===== src/hdl/bps_pkg.sv =====
package bps_pkg;

  // op codes
  localparam logic [1:0] OP_TICK   = 2'd0;
  localparam logic [1:0] OP_DONE   = 2'd1;
  localparam logic [1:0] OP_REBOOT = 2'd2;
  localparam logic [1:0] OP_BEGIN  = 2'd3;

  // phases
  localparam logic [2:0] PH_SETTLE = 3'd0;
  localparam logic [2:0] PH_PREP   = 3'd1;
  localparam logic [2:0] PH_CHARGE = 3'd2;
  localparam logic [2:0] PH_HOST   = 3'd3;
  localparam logic [2:0] PH_RUN    = 3'd4;
  localparam logic [2:0] PH_SDW    = 3'd5;
  localparam logic [2:0] PH_OFF    = 3'd6;

  // actions
  localparam logic [3:0] AC_NONE  = 4'd0;
  localparam logic [3:0] AC_PREP  = 4'd1;
  localparam logic [3:0] AC_ENCH  = 4'd2;
  localparam logic [3:0] AC_STOP  = 4'd3;
  localparam logic [3:0] AC_ARM   = 4'd4;
  localparam logic [3:0] AC_HOST  = 4'd5;
  localparam logic [3:0] AC_PING  = 4'd6;
  localparam logic [3:0] AC_SDREQ = 4'd7;
  localparam logic [3:0] AC_CUT   = 4'd8;

  // shutdown reasons
  localparam logic [1:0] RS_NONE   = 2'd0;
  localparam logic [1:0] RS_MAIN   = 2'd1;
  localparam logic [1:0] RS_REBOOT = 2'd2;

  // issue bit masks
  localparam logic [16:0] IS_STATUS  = 17'h00001;
  localparam logic [16:0] IS_VOLT    = 17'h00002;
  localparam logic [16:0] IS_PREPF   = 17'h00004;
  localparam logic [16:0] IS_ENF     = 17'h00008;
  localparam logic [16:0] IS_CHFAULT = 17'h00010;
  localparam logic [16:0] IS_NORISE  = 17'h00020;
  localparam logic [16:0] IS_STOPF   = 17'h00040;
  localparam logic [16:0] IS_ARMF    = 17'h00080;
  localparam logic [16:0] IS_HOSTF   = 17'h00100;
  localparam logic [16:0] IS_PINGF   = 17'h00200;
  localparam logic [16:0] IS_SDREQF  = 17'h00400;
  localparam logic [16:0] IS_OFFF    = 17'h00800;
  localparam logic [16:0] IS_TIMEOUT = 17'h01000;
  localparam logic [16:0] IS_BOOSTTO = 17'h02000;
  localparam logic [16:0] IS_OVERV   = 17'h04000;
  localparam logic [16:0] IS_TLIMIT  = 17'h08000;
  localparam logic [16:0] IS_NOMAIN  = 17'h10000;

  // register indexes
  localparam logic [2:0] REG_SD_WINDOW  = 3'd0;
  localparam logic [2:0] REG_ACT_TMO    = 3'd1;
  localparam logic [2:0] REG_CHG_LIMIT  = 3'd2;
  localparam logic [2:0] REG_NO_RISE    = 3'd3;
  localparam logic [2:0] REG_MAX_V      = 3'd4;
  localparam logic [2:0] REG_TARGET_V   = 3'd5;
  localparam logic [2:0] REG_RISE_STEP  = 3'd6;
  localparam logic [2:0] REG_ARM_V      = 3'd7;

  localparam int unsigned SETTLING_MS_DEF        = 32'd10000;
  localparam int unsigned PREPARE_TIMEOUT_MS_DEF = 32'd30000;
  localparam int unsigned BOOST_GOOD_TIMEOUT_DEF = 32'd5000;

  typedef struct packed {
    logic [1:0]         op;
    logic [31:0]        now_ms;
    logic               status_valid;
    logic               main_present;
    logic signed [15:0] vcap_mv;
    logic               charge_fault;
    logic               boost_good;
    logic               host_pong;
    logic               shutdown_ack;
    logic               final_ready;
    logic [31:0]        action_id;
    logic               success;
  } in_t;

  typedef struct packed {
    logic        accepted;
    logic [2:0]  phase;
    logic [3:0]  pending_action;
    logic [31:0] pending_id;
    logic [16:0] issue_bits;
    logic [1:0]  shutdown_reason;
    logic        maintenance;
    logic        charge_expected;
    logic        backup_armed;
    logic        host_enabled;
    logic [31:0] shutdown_remaining_ms;
  } out_t;

  typedef struct packed {
    logic [31:0] shutdown_window_ms;
    logic [31:0] action_timeout_ms;
    logic [31:0] charge_time_limit_ms;
    logic [31:0] no_rise_window_ms;
    logic [14:0] max_voltage_mv;
    logic [14:0] target_voltage_mv;
    logic [14:0] rise_step_mv;
    logic [14:0] backup_arm_mv;
  } cfg_t;

  typedef struct packed {
    logic               started;
    logic [2:0]         phase;
    logic [3:0]         pkind;
    logic [31:0]        pid;
    logic [31:0]        nid;
    logic               done_flag;
    logic               done_ok;
    logic [31:0]        t_phase;
    logic [31:0]        t_pending;
    logic [31:0]        t_charge;
    logic [31:0]        t_progress;
    logic [31:0]        t_shutdown;
    logic signed [15:0] progress_mv;
    logic [1:0]         reason;
    logic [16:0]        issues;
    logic               prepared;
    logic               enable_tried;
    logic               stop_needed;
    logic               stop_tried;
    logic               arm_tried;
    logic               host_tried;
    logic               ping_tried;
    logic               charge_expected;
    logic               maintenance;
    logic               backup_armed;
    logic               host_enabled;
  } state_t;

endpackage


===== src/hdl/bps_step.sv =====
module bps_step #(
  parameter int unsigned SETTLING_MS        = bps_pkg::SETTLING_MS_DEF,
  parameter int unsigned PREPARE_TIMEOUT_MS = bps_pkg::PREPARE_TIMEOUT_MS_DEF,
  parameter int unsigned BOOST_GOOD_TIMEOUT = bps_pkg::BOOST_GOOD_TIMEOUT_DEF
) (
  input  bps_pkg::state_t st_i,
  input  bps_pkg::cfg_t   cfg_i,
  input  bps_pkg::in_t    item_i,
  output bps_pkg::state_t st_o,
  output bps_pkg::out_t   res_o
);

  function automatic bps_pkg::state_t clr_pend(bps_pkg::state_t s);
    s.pkind     = bps_pkg::AC_NONE;
    s.pid       = '0;
    s.done_flag = 1'b0;
    s.done_ok   = 1'b0;
    return s;
  endfunction

  function automatic bps_pkg::state_t issue(bps_pkg::state_t s, logic [3:0] kind,
                                            logic [31:0] now);
    s = clr_pend(s);
    s.nid = s.nid + 32'd1;
    if (s.nid == '0) s.nid = 32'd1;
    s.pkind     = kind;
    s.pid       = s.nid;
    s.t_pending = now;
    return s;
  endfunction

  function automatic bps_pkg::state_t leave_chg(bps_pkg::state_t s, logic [16:0] bit_m);
    s.issues = s.issues | bit_m;
    if (s.pkind == bps_pkg::AC_HOST) s.host_tried = 1'b0;
    if (s.pkind == bps_pkg::AC_PING) s.ping_tried = 1'b0;
    if (s.pkind == bps_pkg::AC_ARM) s.arm_tried = 1'b0;
    s = clr_pend(s);
    if (s.phase == bps_pkg::PH_PREP || s.phase == bps_pkg::PH_CHARGE)
      s.phase = bps_pkg::PH_HOST;
    s.charge_expected = 1'b0;
    s.maintenance     = 1'b0;
    s.stop_needed     = 1'b1;
    s.stop_tried      = 1'b0;
    return s;
  endfunction

  function automatic bps_pkg::state_t start_sd(bps_pkg::state_t s, logic [31:0] now,
                                               logic [1:0] why);
    s = clr_pend(s);
    s.phase           = bps_pkg::PH_SDW;
    s.reason          = why;
    s.t_shutdown      = now;
    s.charge_expected = 1'b0;
    s.maintenance     = 1'b0;
    s = issue(s, bps_pkg::AC_SDREQ, now);
    return s;
  endfunction

  function automatic bps_pkg::state_t finish(bps_pkg::state_t s, logic ok, logic [31:0] now,
                                             logic signed [15:0] vcap);
    logic [3:0] kind;
    kind = s.pkind;
    s = clr_pend(s);
    case (kind)
      bps_pkg::AC_PREP: begin
        if (!ok) s = leave_chg(s, bps_pkg::IS_PREPF);
        else begin
          s.prepared = 1'b1;
          s.t_phase  = now;
        end
      end
      bps_pkg::AC_ENCH: begin
        if (!ok) s = leave_chg(s, bps_pkg::IS_ENF);
        else begin
          s.phase           = bps_pkg::PH_CHARGE;
          s.charge_expected = 1'b1;
          s.t_charge        = now;
          s.t_progress      = now;
          s.progress_mv     = vcap;
        end
      end
      bps_pkg::AC_STOP: begin
        if (!ok) s.issues = s.issues | bps_pkg::IS_STOPF;
        s.stop_needed = 1'b0;
      end
      bps_pkg::AC_ARM: begin
        s.backup_armed = ok;
        if (!ok) s.issues = s.issues | bps_pkg::IS_ARMF;
      end
      bps_pkg::AC_HOST: begin
        s.host_enabled = ok;
        if (!ok) s.issues = s.issues | bps_pkg::IS_HOSTF;
      end
      bps_pkg::AC_PING: begin
        if (!ok) s.issues = s.issues | bps_pkg::IS_PINGF;
        s.phase = bps_pkg::PH_RUN;
      end
      bps_pkg::AC_SDREQ: if (!ok) s.issues = s.issues | bps_pkg::IS_SDREQF;
      bps_pkg::AC_CUT:   if (!ok) s.issues = s.issues | bps_pkg::IS_OFFF;
      default: ;
    endcase
    return s;
  endfunction

  // voltages widened to a common signed width
  logic signed [17:0] vcap_w, max_w, tgt_w, arm_w, rise_thr;
  logic [31:0] now, el_sd;
  logic        sv, mainp, vok, bgood;

  assign now    = item_i.now_ms;
  assign sv     = item_i.status_valid;
  assign mainp  = item_i.main_present;
  assign bgood  = item_i.boost_good;
  assign vok    = !item_i.vcap_mv[15];
  assign vcap_w = 18'(item_i.vcap_mv);
  assign max_w  = signed'({3'b000, cfg_i.max_voltage_mv});
  assign tgt_w  = signed'({3'b000, cfg_i.target_voltage_mv});
  assign arm_w  = signed'({3'b000, cfg_i.backup_arm_mv});
  assign rise_thr = 18'(st_i.progress_mv) + signed'({3'b000, cfg_i.rise_step_mv});

  always_comb begin
    bps_pkg::state_t s;
    logic go;
    logic acc;
    logic [31:0] tmo;
    s   = st_i;
    go  = 1'b1;
    acc = 1'b0;
    tmo = '0;
    el_sd = '0;
    case (item_i.op)
      bps_pkg::OP_TICK: begin
        if (s.started) begin
          if (s.phase == bps_pkg::PH_OFF) begin
            if (s.done_flag) s = finish(s, s.done_ok, now, item_i.vcap_mv);
          end else begin
            if (!sv) s.issues = s.issues | bps_pkg::IS_STATUS;
            if (sv && !vok) s.issues = s.issues | bps_pkg::IS_VOLT;
            if (s.phase == bps_pkg::PH_SETTLE) begin
              if ((now - s.t_phase) < SETTLING_MS) go = 1'b0;
              else begin
                s.phase   = bps_pkg::PH_PREP;
                s.t_phase = now;
                if (sv && !mainp) s.issues = s.issues | bps_pkg::IS_NOMAIN;
              end
            end
            if (go) begin
              if (s.phase != bps_pkg::PH_SDW && sv && !mainp)
                s = start_sd(s, now, bps_pkg::RS_MAIN);
              if (s.phase == bps_pkg::PH_SDW &&
                  (now - s.t_shutdown) >= cfg_i.shutdown_window_ms) begin
                s.phase = bps_pkg::PH_OFF;
                s = issue(s, bps_pkg::AC_CUT, now);
                go = 1'b0;
              end
            end
            if (go) begin
              tmo = (s.pkind == bps_pkg::AC_PREP) ? PREPARE_TIMEOUT_MS
                                                  : cfg_i.action_timeout_ms;
              if (s.done_flag) s = finish(s, s.done_ok, now, item_i.vcap_mv);
              else if (s.pkind != bps_pkg::AC_NONE && (now - s.t_pending) >= tmo) begin
                s.issues = s.issues | bps_pkg::IS_TIMEOUT;
                s = finish(s, 1'b0, now, item_i.vcap_mv);
              end
              if (s.phase == bps_pkg::PH_SDW) go = 1'b0;
            end
            if (go) begin
              if ((s.phase == bps_pkg::PH_PREP && s.prepared) ||
                  s.phase == bps_pkg::PH_CHARGE || s.charge_expected) begin
                if (!sv) s = leave_chg(s, bps_pkg::IS_STATUS);
                else if (!vok) s = leave_chg(s, bps_pkg::IS_VOLT);
                else if (vcap_w >= max_w) s = leave_chg(s, bps_pkg::IS_OVERV);
                else if ((s.prepared || s.phase == bps_pkg::PH_CHARGE) &&
                         item_i.charge_fault)
                  s = leave_chg(s, bps_pkg::IS_CHFAULT);
                else if (s.charge_expected && !bgood)
                  s = leave_chg(s, bps_pkg::IS_CHFAULT);
                else if (s.phase == bps_pkg::PH_CHARGE && vcap_w > tgt_w) begin
                  s.maintenance = 1'b1;
                  s.phase       = bps_pkg::PH_HOST;
                end
              end
              if (s.phase == bps_pkg::PH_CHARGE) begin
                if ((now - s.t_charge) >= cfg_i.charge_time_limit_ms)
                  s = leave_chg(s, bps_pkg::IS_TLIMIT);
                else begin
                  if (vcap_w >= rise_thr) begin
                    s.progress_mv = item_i.vcap_mv;
                    s.t_progress  = now;
                  end
                  if ((now - s.t_progress) >= cfg_i.no_rise_window_ms)
                    s = leave_chg(s, bps_pkg::IS_NORISE);
                end
              end
              if (s.pkind != bps_pkg::AC_NONE) go = 1'b0;
            end
            if (go) begin
              if ((s.phase == bps_pkg::PH_HOST || s.phase == bps_pkg::PH_RUN) &&
                  s.stop_needed && !s.stop_tried) begin
                s.stop_tried = 1'b1;
                s = issue(s, bps_pkg::AC_STOP, now);
              end else if ((s.phase == bps_pkg::PH_CHARGE || s.phase == bps_pkg::PH_HOST ||
                            s.phase == bps_pkg::PH_RUN) && !s.arm_tried && sv && mainp &&
                           vok && vcap_w >= arm_w && vcap_w <= max_w) begin
                s.arm_tried = 1'b1;
                s = issue(s, bps_pkg::AC_ARM, now);
              end else if (s.phase == bps_pkg::PH_PREP) begin
                if (!s.prepared) s = issue(s, bps_pkg::AC_PREP, now);
                else if (bgood && !s.enable_tried) begin
                  s.enable_tried = 1'b1;
                  s = issue(s, bps_pkg::AC_ENCH, now);
                end else if ((now - s.t_phase) >= BOOST_GOOD_TIMEOUT) begin
                  s = leave_chg(s, bps_pkg::IS_BOOSTTO);
                  s.stop_tried = 1'b1;
                  s = issue(s, bps_pkg::AC_STOP, now);
                end
              end else if (s.phase == bps_pkg::PH_HOST) begin
                if (!s.host_tried) begin
                  s.host_tried = 1'b1;
                  s = issue(s, bps_pkg::AC_HOST, now);
                end else if (!s.ping_tried) begin
                  s.ping_tried = 1'b1;
                  s = issue(s, bps_pkg::AC_PING, now);
                end
              end
            end
          end
        end
      end
      bps_pkg::OP_DONE: begin
        if (s.pkind != bps_pkg::AC_NONE && s.pid == item_i.action_id && !s.done_flag) begin
          s.done_flag = 1'b1;
          s.done_ok   = item_i.success;
          acc         = 1'b1;
        end
      end
      bps_pkg::OP_REBOOT: begin
        if (s.started && s.phase != bps_pkg::PH_SDW && s.phase != bps_pkg::PH_OFF) begin
          s = start_sd(s, now, bps_pkg::RS_REBOOT);
          acc = 1'b1;
        end
      end
      default: begin
        s         = '0;
        s.nid     = st_i.nid;
        s.started = 1'b1;
        s.t_phase = now;
      end
    endcase

    st_o = s;
    res_o.accepted        = acc;
    res_o.phase           = s.phase;
    res_o.pending_action  = s.pkind;
    res_o.pending_id      = s.pid;
    res_o.issue_bits      = s.issues;
    res_o.shutdown_reason = s.reason;
    res_o.maintenance     = s.maintenance;
    res_o.charge_expected = s.charge_expected;
    res_o.backup_armed    = s.backup_armed;
    res_o.host_enabled    = s.host_enabled;
    res_o.shutdown_remaining_ms = '0;
    if (s.reason != bps_pkg::RS_NONE && s.phase != bps_pkg::PH_OFF) begin
      el_sd = now - s.t_shutdown;
      res_o.shutdown_remaining_ms = (el_sd >= cfg_i.shutdown_window_ms) ? 32'd0
                                    : cfg_i.shutdown_window_ms - el_sd;
    end
  end

endmodule


===== src/hdl/backup_power_sequencer.sv =====
// channel  | direction | handshake           | payload
// in_      | input     | in_valid/in_stall   | bps_pkg::in_t (op, time, telemetry, completion)
// out_     | output    | out_valid/out_stall | bps_pkg::out_t (snapshot after the op)
// cfg_     | input     | cfg_we              | cfg_addr selects register, cfg_wdata value
//
// one op per cycle sustained while the result is not stalled: an op is held in the input
// register, then the whole sequencer update runs in a single combinational pass into the
// state and result registers, so a result is valid once its op leaves the input register
// rst_n (synchronous) restores power-on state and register defaults
// out_stall holds the result register and, through it, the input register
module backup_power_sequencer #(
  parameter int unsigned SETTLING_MS        = bps_pkg::SETTLING_MS_DEF,
  parameter int unsigned PREPARE_TIMEOUT_MS = bps_pkg::PREPARE_TIMEOUT_MS_DEF,
  parameter int unsigned BOOST_GOOD_TIMEOUT = bps_pkg::BOOST_GOOD_TIMEOUT_DEF
) (
  input  logic          clk,
  input  logic          rst_n,
  input  logic          in_valid,
  output logic          in_stall,
  input  bps_pkg::in_t  in_data,
  output logic          out_valid,
  input  logic          out_stall,
  output bps_pkg::out_t out_data,
  input  logic          cfg_we,
  input  logic [2:0]    cfg_addr,
  input  logic [31:0]   cfg_wdata
);

  // input register
  logic         item_v_r, item_v_nxt;
  bps_pkg::in_t item_r;

  // sequencer state and configuration
  bps_pkg::state_t state_r, state_nxt;
  bps_pkg::cfg_t   cfg_r, cfg_nxt;

  // result register
  logic          res_v_r, res_v_nxt;
  bps_pkg::out_t res_r, res_nxt;

  logic advance;
  logic in_xfer;

  // the pipeline moves whenever the result slot is empty or being taken
  assign advance  = !res_v_r || !out_stall;
  assign in_stall = item_v_r && !advance;
  assign in_xfer  = in_valid && !in_stall;

  assign item_v_nxt = in_xfer ? 1'b1 : (advance ? 1'b0 : item_v_r);
  assign res_v_nxt  = advance ? item_v_r : res_v_r;

  bps_step #(
    .SETTLING_MS       (SETTLING_MS),
    .PREPARE_TIMEOUT_MS(PREPARE_TIMEOUT_MS),
    .BOOST_GOOD_TIMEOUT(BOOST_GOOD_TIMEOUT)
  ) u_step (
    .st_i  (state_r),
    .cfg_i (cfg_r),
    .item_i(item_r),
    .st_o  (state_nxt),
    .res_o (res_nxt)
  );

  // register write decode
  always_comb begin
    cfg_nxt = cfg_r;
    if (cfg_we) begin
      unique case (cfg_addr)
        bps_pkg::REG_SD_WINDOW: cfg_nxt.shutdown_window_ms   = cfg_wdata;
        bps_pkg::REG_ACT_TMO:   cfg_nxt.action_timeout_ms    = cfg_wdata;
        bps_pkg::REG_CHG_LIMIT: cfg_nxt.charge_time_limit_ms = cfg_wdata;
        bps_pkg::REG_NO_RISE:   cfg_nxt.no_rise_window_ms    = cfg_wdata;
        bps_pkg::REG_MAX_V:     cfg_nxt.max_voltage_mv       = cfg_wdata[14:0];
        bps_pkg::REG_TARGET_V:  cfg_nxt.target_voltage_mv    = cfg_wdata[14:0];
        bps_pkg::REG_RISE_STEP: cfg_nxt.rise_step_mv         = cfg_wdata[14:0];
        bps_pkg::REG_ARM_V:     cfg_nxt.backup_arm_mv        = cfg_wdata[14:0];
        default: ;
      endcase
    end
  end

  always_ff @(posedge clk) begin
    if (!rst_n) begin
      item_v_r <= 1'b0;
      res_v_r  <= 1'b0;
      state_r  <= '0;
      cfg_r.shutdown_window_ms   <= 32'd60000;
      cfg_r.action_timeout_ms    <= 32'd5000;
      cfg_r.charge_time_limit_ms <= 32'd7200000;
      cfg_r.no_rise_window_ms    <= 32'd600000;
      cfg_r.max_voltage_mv       <= 15'd21000;
      cfg_r.target_voltage_mv    <= 15'd20000;
      cfg_r.rise_step_mv         <= 15'd500;
      cfg_r.backup_arm_mv        <= 15'd12000;
    end else begin
      item_v_r <= item_v_nxt;
      res_v_r  <= res_v_nxt;
      cfg_r    <= cfg_nxt;
      // state commits only when the held op moves into the result slot
      if (item_v_r && advance) state_r <= state_nxt;
    end
  end

  // payload registers, no reset
  always_ff @(posedge clk) begin
    if (in_xfer) item_r <= in_data;
    if (item_v_r && advance) res_r <= res_nxt;
  end

  assign out_valid = res_v_r;
  assign out_data  = res_r;

endmodule


===== config.mk =====
export PLATFORM = sky130hd
export DESIGN_NAME = backup_power_sequencer
export DESIGN_NICKNAME = d
export VERILOG_FILES = /design/src/hdl/bps_pkg.sv /design/src/hdl/bps_step.sv /design/src/hdl/backup_power_sequencer.sv
export SDC_FILE = /design/constraint.sdc
export NUM_CORES = 2
export LEC_CHECK = 0
export ABC_CLOCK_PERIOD_IN_PS = 19450
export CELL_PAD_IN_SITES_DETAIL_PLACEMENT = 1
export CELL_PAD_IN_SITES_GLOBAL_PLACEMENT = 1
export CORE_MARGIN = 5
export CORE_UTILIZATION = 40
export CTS_CLUSTER_DIAMETER = 60
export DETAILED_ROUTE_END_ITERATION = 8
export DONT_BUFFER_PORTS = 1
export PLACE_DENSITY = 0.72
export SLEW_MARGIN = 20
export SYNTH_ARGS = -nofsm -noshare
export SYNTH_HDL_FRONTEND = slang
export SYNTH_HIERARCHICAL = 1
export SYNTH_SLANG_ARGS = --single-unit
export TNS_END_PERCENT = 100

===== constraint.sdc =====
create_clock -name clk -period 19.45 [get_ports clk]
set_clock_uncertainty 0.15 [all_clocks]
set_input_delay 3.89 -clock clk [delete_from_list [all_inputs] [get_ports clk]]
set_output_delay 3.89 -clock clk [all_outputs]
set_load 0.1 [all_outputs]

Word level (Yosys, flattened, before mapping)
Index checks and enable logic that the tools add are counted.
Widths: inputs -> output; s select.
{ "classes": {"n_eq_ne": 68, "reduce_logical": 82, "add_sub_neg": 12, "bitwise_logic": 3, "div": 0, "muxes": 182, "n_shift": 0, "order_cmp": 12, "multipliers": 0} }
{ "op_table": {"columns": ["cell", "n"], "rows": [
  ["$mux 280", 30],
  ["$mux 279", 21],
  ["$pmux 248 s2", 2],
  ["$mux 276", 3],
  ["$pmux 206 s3", 1],
  ["$mux 32", 15],
  ["$pmux 12 s8", 3],
  ["$mux 273", 1],
  ["$sub 32x32->32", 8],
  ["$pmux 72 s3", 1],
  ["$ge 32x32->1", 5],
  ["$mux 73", 2],
  ["$mux 64", 2],
  ["$add 32x1->32 const B", 3],
  ["$logic_not 32->1", 3],
  ["$eq 4x3->1 const B", 17],
  ["$mux 3", 18],
  ["$mux 17", 3],
  ["$mux 16", 3],
  ["$mux 11", 4],
  ["$mux 1", 42],
  ["$mux 9", 4],
  ["$eq 32x32->1", 1],
  ["$ge 16x16->1", 2],
  ["other kinds (47)", 165]
]} }
{ "word_totals": {"mem_bits_rw": 0, "output_inout_bits": 97, "latch_bits": 0, "in_bits": 130, "mem_count": 0, "rom_bits": 0, "elab_cells": 415, "ff_bits": 652} }

Longest topological paths before layout
{ "depth": {"word_depth": 90, "ltp_mapped": 93, "ltp_nobuf": 83} }

Modules after synthesis
Netlist, hierarchy kept.
{ "modules_own_cells": {"columns": ["module", "n_inst", "cells_each", "area_each_um2"], "rows": [
  ["bps_step", 1, 5382, 35119.9],
  ["backup_power_sequencer", 1, 2082, 23726.5]
]} }

Worst setup path after synthesis
Ideal clock, no wire load.
{ "synth_path": {"path_kind": "register -> register", "startpoint": "reg item_r[55] (netlist name)", "endpoint": "reg state_r[262] (netlist name)", "t_required_ns": 19.228, "path_stages_with_launch": 86, "path_slack_ns": 2.077, "path_buffers": 11, "synth_period_minus_slack_ns": 17.373, "setup_time_ns": 0.072, "t_arrival_ns": 17.151, "cell_sequence": "edfxtp_1 and2b_1 buf_2 nand2_1 clkbuf_1 buf_1 clkbuf_1 nand2_1 o21ai_0 ha_1 fa_1 nor2b_1 o21ai_0 a21boi_0 o21ai_0 a21boi_0 o21ai_0 a21boi_0 (+50 left out) a2111oi_0 nor2_1 o221a_2 nor2_1 nor3b_1 nor3_2 a21oi_1 a211oi_4 o221ai_2 o21ai_1 buf_4 a211oi_4 o21bai_1 a22o_1 a221oi_1 buf_4 nand2_1 mux2i_1"} }
{ "synth_rtl": {"columns": ["element", "line", "source"], "rows": [
  ["start: declaration", "backup_power_sequencer.sv:31", "bps_pkg::in_t item_r;"],
  ["start signal: assignment", "backup_power_sequencer.sv:106", "if (in_xfer) item_r <= in_data;"],
  ["end signal: assignment", "backup_power_sequencer.sv:100", "if (item_v_r && advance) state_r <= state_nxt;"],
  ["end: declaration", "backup_power_sequencer.sv:34", "bps_pkg::state_t state_r, state_nxt;"]
]} }

==> results.md <==
- Outcome: finished, violations left
- Failing checks: slew limit
- Core ar.: 146000 µm²
- Layout cells sized above 1: 8.67%
- Cells after Synth: 7461
- Die area: 155000 µm²
- Via count: 57379
- Max-slew headroom: -31.7%
- Crit-path max cell delay: 0.68 ns
- PwrDens: 69.9 nW/µm²
- Post-CTS Hold Buffers: 0
- Most common cell after layout, fill and taps aside: nand2_1
- DIE WIDTH: 393 µm
- Max-cap check violation count: 0
- Slack of the critical path: 0.783 ns
- Via/cell ratio: 6.16
- Max IR drop VDD: 0.0682 mV
- # fillers: 17536
- Routed wire length: 247 mm
- Fin. max-slew vios: 281
- Grt total ovfl: 0
- Min-delay src: state_r[12]$_SDFFE_PN0P_
- Hold EP: state_r[12]$_SDFFE_PN0P_
- Worst r2r dst: state_r[261]$_SDFFE_PN0P_
- Initial Utilization: 40.3%
- Antenna Nets Post-Route: 0
- Startpoint Class: register
- Gr usage total: 30.8%
- Clock sinks: 652
- Crit path kind: register to register
- Largest net degree at the start of global routing: 802
- RR Startpoint: item_r[54]$_DFFE_PP_
- Final cycle utilization of the critical path: 96.0%
- IO Pins: 227
- Most frequent cells in the layout: 1172 x nand2_1, 662 x mux2i_1, 581 x nor2_1
- Worst-case reg-to-reg path depth: 85
- Final Non-Filler Cells: 9318
- Hold Path Stages: 2
- Reg-to-reg slack, setup: 0.78 ns
- Synth-to-Final Area Change: 9.82%
- Fin nets: 7903
- CTS H-tree depth: 3
- DRT Pass-1 Iters: 8
- Leakage Power: 25.7 nW
- Dpl hpwl: 183 mm
- Syn. warnings: 6
- Clk_lat worst skew: 0.74 ns
- TritonCTS Buffers: 100
- Placed Instances: 9115
- FP Rows: 140
- Count of input and output buffers: 0
- CP arrival: 19.09 ns
- Worst path slowest cell: or4_2
- Min cycle time layout: 18.67 ns
- DRT iter0 DRCs: 4740
- Mapped Nets: 8059
- Syn Area/Cell: 7.88 µm²
- Max clock buf depth: 3
- CTS root buffer: clkbuf_16
- CP endpoint kind: register
- Pre-CTS setup slack: 0.266 ns
- Drt wl/cell: 26.5 µm
- Hold Crit Class: register to register
- Setup violations, final: 0
- TritonCTS clock tree: done
- Least-Margin Pin Slew: 1.98 ns
- First-pass GRT wire length: 366 mm
- Synthesized cell area: 58800 µm²
- Fin. Hold Viols: 0
- Critical path's most frequent cell: o21ai_0
- Post-route setup TNS: 0 ns
- Antenna violations before repair: 9
- CP required: 19.87 ns
- Worst-path clk slew: 0.06 ns
- Die Y: 393 µm
- Vias in the first global route: 58034
- Final Wtd Congestion: 0.961
- DR DRC count: 0
- Max Clk Rate: 53.6 MHz
- Worst-path fanout max: 7
==> sequential cells by signal, indices dropped and copies added, names as in the netlist <==
register,cells
out_valid,1
state_r,280
cfg_r,188
item_r,87
item_v_r,1
out_data,95
==> power by group <==
group          internal, mW  switching [mW]
clock                  1.06           0.788
sequential             1.43          0.0828
combinational         0.429           0.722
total                  2.92            1.59
==> worst max-delay path: cells and delay by family (launching register included) <==
family	cells	cell delay, ns
simple gates	24	5.07
mux	1	0.15
flops	1	0.39
xor+xnor	2	0.35
buf+inv	6	1.00
compound gates	47	9.76
fa+ha+maj	5	1.53
==> cell type report <==
class	instances	area, µm²	share of cell area, %
inverter	367	1380	2.13
sequential	652	14900	23.1
multi-input combinational	5938	40500	62.8
clock inverter	68	717	1.11
antenna	10	25.0	0.0388
timing repair buffer	246	1980	3.07
tap	1917	2400	3.72
clock buffer	120	2650	4.11
==> repair_timing <==
action / in CTS / in global routing
resized for setup: 2 / 50
gates cloned: 0 / 1
pin swaps: 0 / 5
endpoints found under the setup margin: 40 / 234
buffers inserted: 0 / 3
==> worst max-delay path by stage <==
stage	end	depth (start not counted)	start	slack [ns]
detailed placement	state_r[148]$_SDFFE_PN0P_	84	item_r[54]$_DFFE_PP_	0.27
global placement	state_r[261]$_SDFFE_PN0P_	82	item_r[54]$_DFFE_PP_	0.71
global route	state_r[250]$_SDFFE_PN0P_	93	item_r[57]$_DFFE_PP_	-0.04
CTS	state_r[261]$_SDFFE_PN0P_	83	item_r[54]$_DFFE_PP_	0.03
finish	state_r[261]$_SDFFE_PN0P_	85	item_r[54]$_DFFE_PP_	0.78
floorplan	state_r[262]$_SDFFE_PN0P_	85	item_r[55]$_DFFE_PP_	2.08
==> through the flow <==
stage | total power [mW] | utilization (%) | cell area, µm² | hold slack [ns]
after global routing | 4.69 | 44.2 | 64500 | 0.329
after CTS | 4.51 | 44.0 | 64200 | 0.313
final | 4.51 | 44.2 | 64500 | 0.309
after global placement | 2.60 | 41.7 | 60900 | 0.293
after detailed placement | 2.64 | 41.7 | 60900 | 0.304
after floorplan | 2.27 | - | 58800 | 0.281
==> layer usage <==
layer | vias up | wire (µm) | track usage (%) | part of all wire, %
li1 | 26317 | - | - | -
met1 | 28763 | 108000 | 40.6 | 44
met2 | 1862 | 111000 | 50.0 | 45
met3 | 437 | 16700 | 5.32 | 6.8
met4 | 0 | 11400 | 12.4 | 4.6
met5 | - | 0 | 0 | 0
No activity file was read; power rests on OpenSTA's default activity.
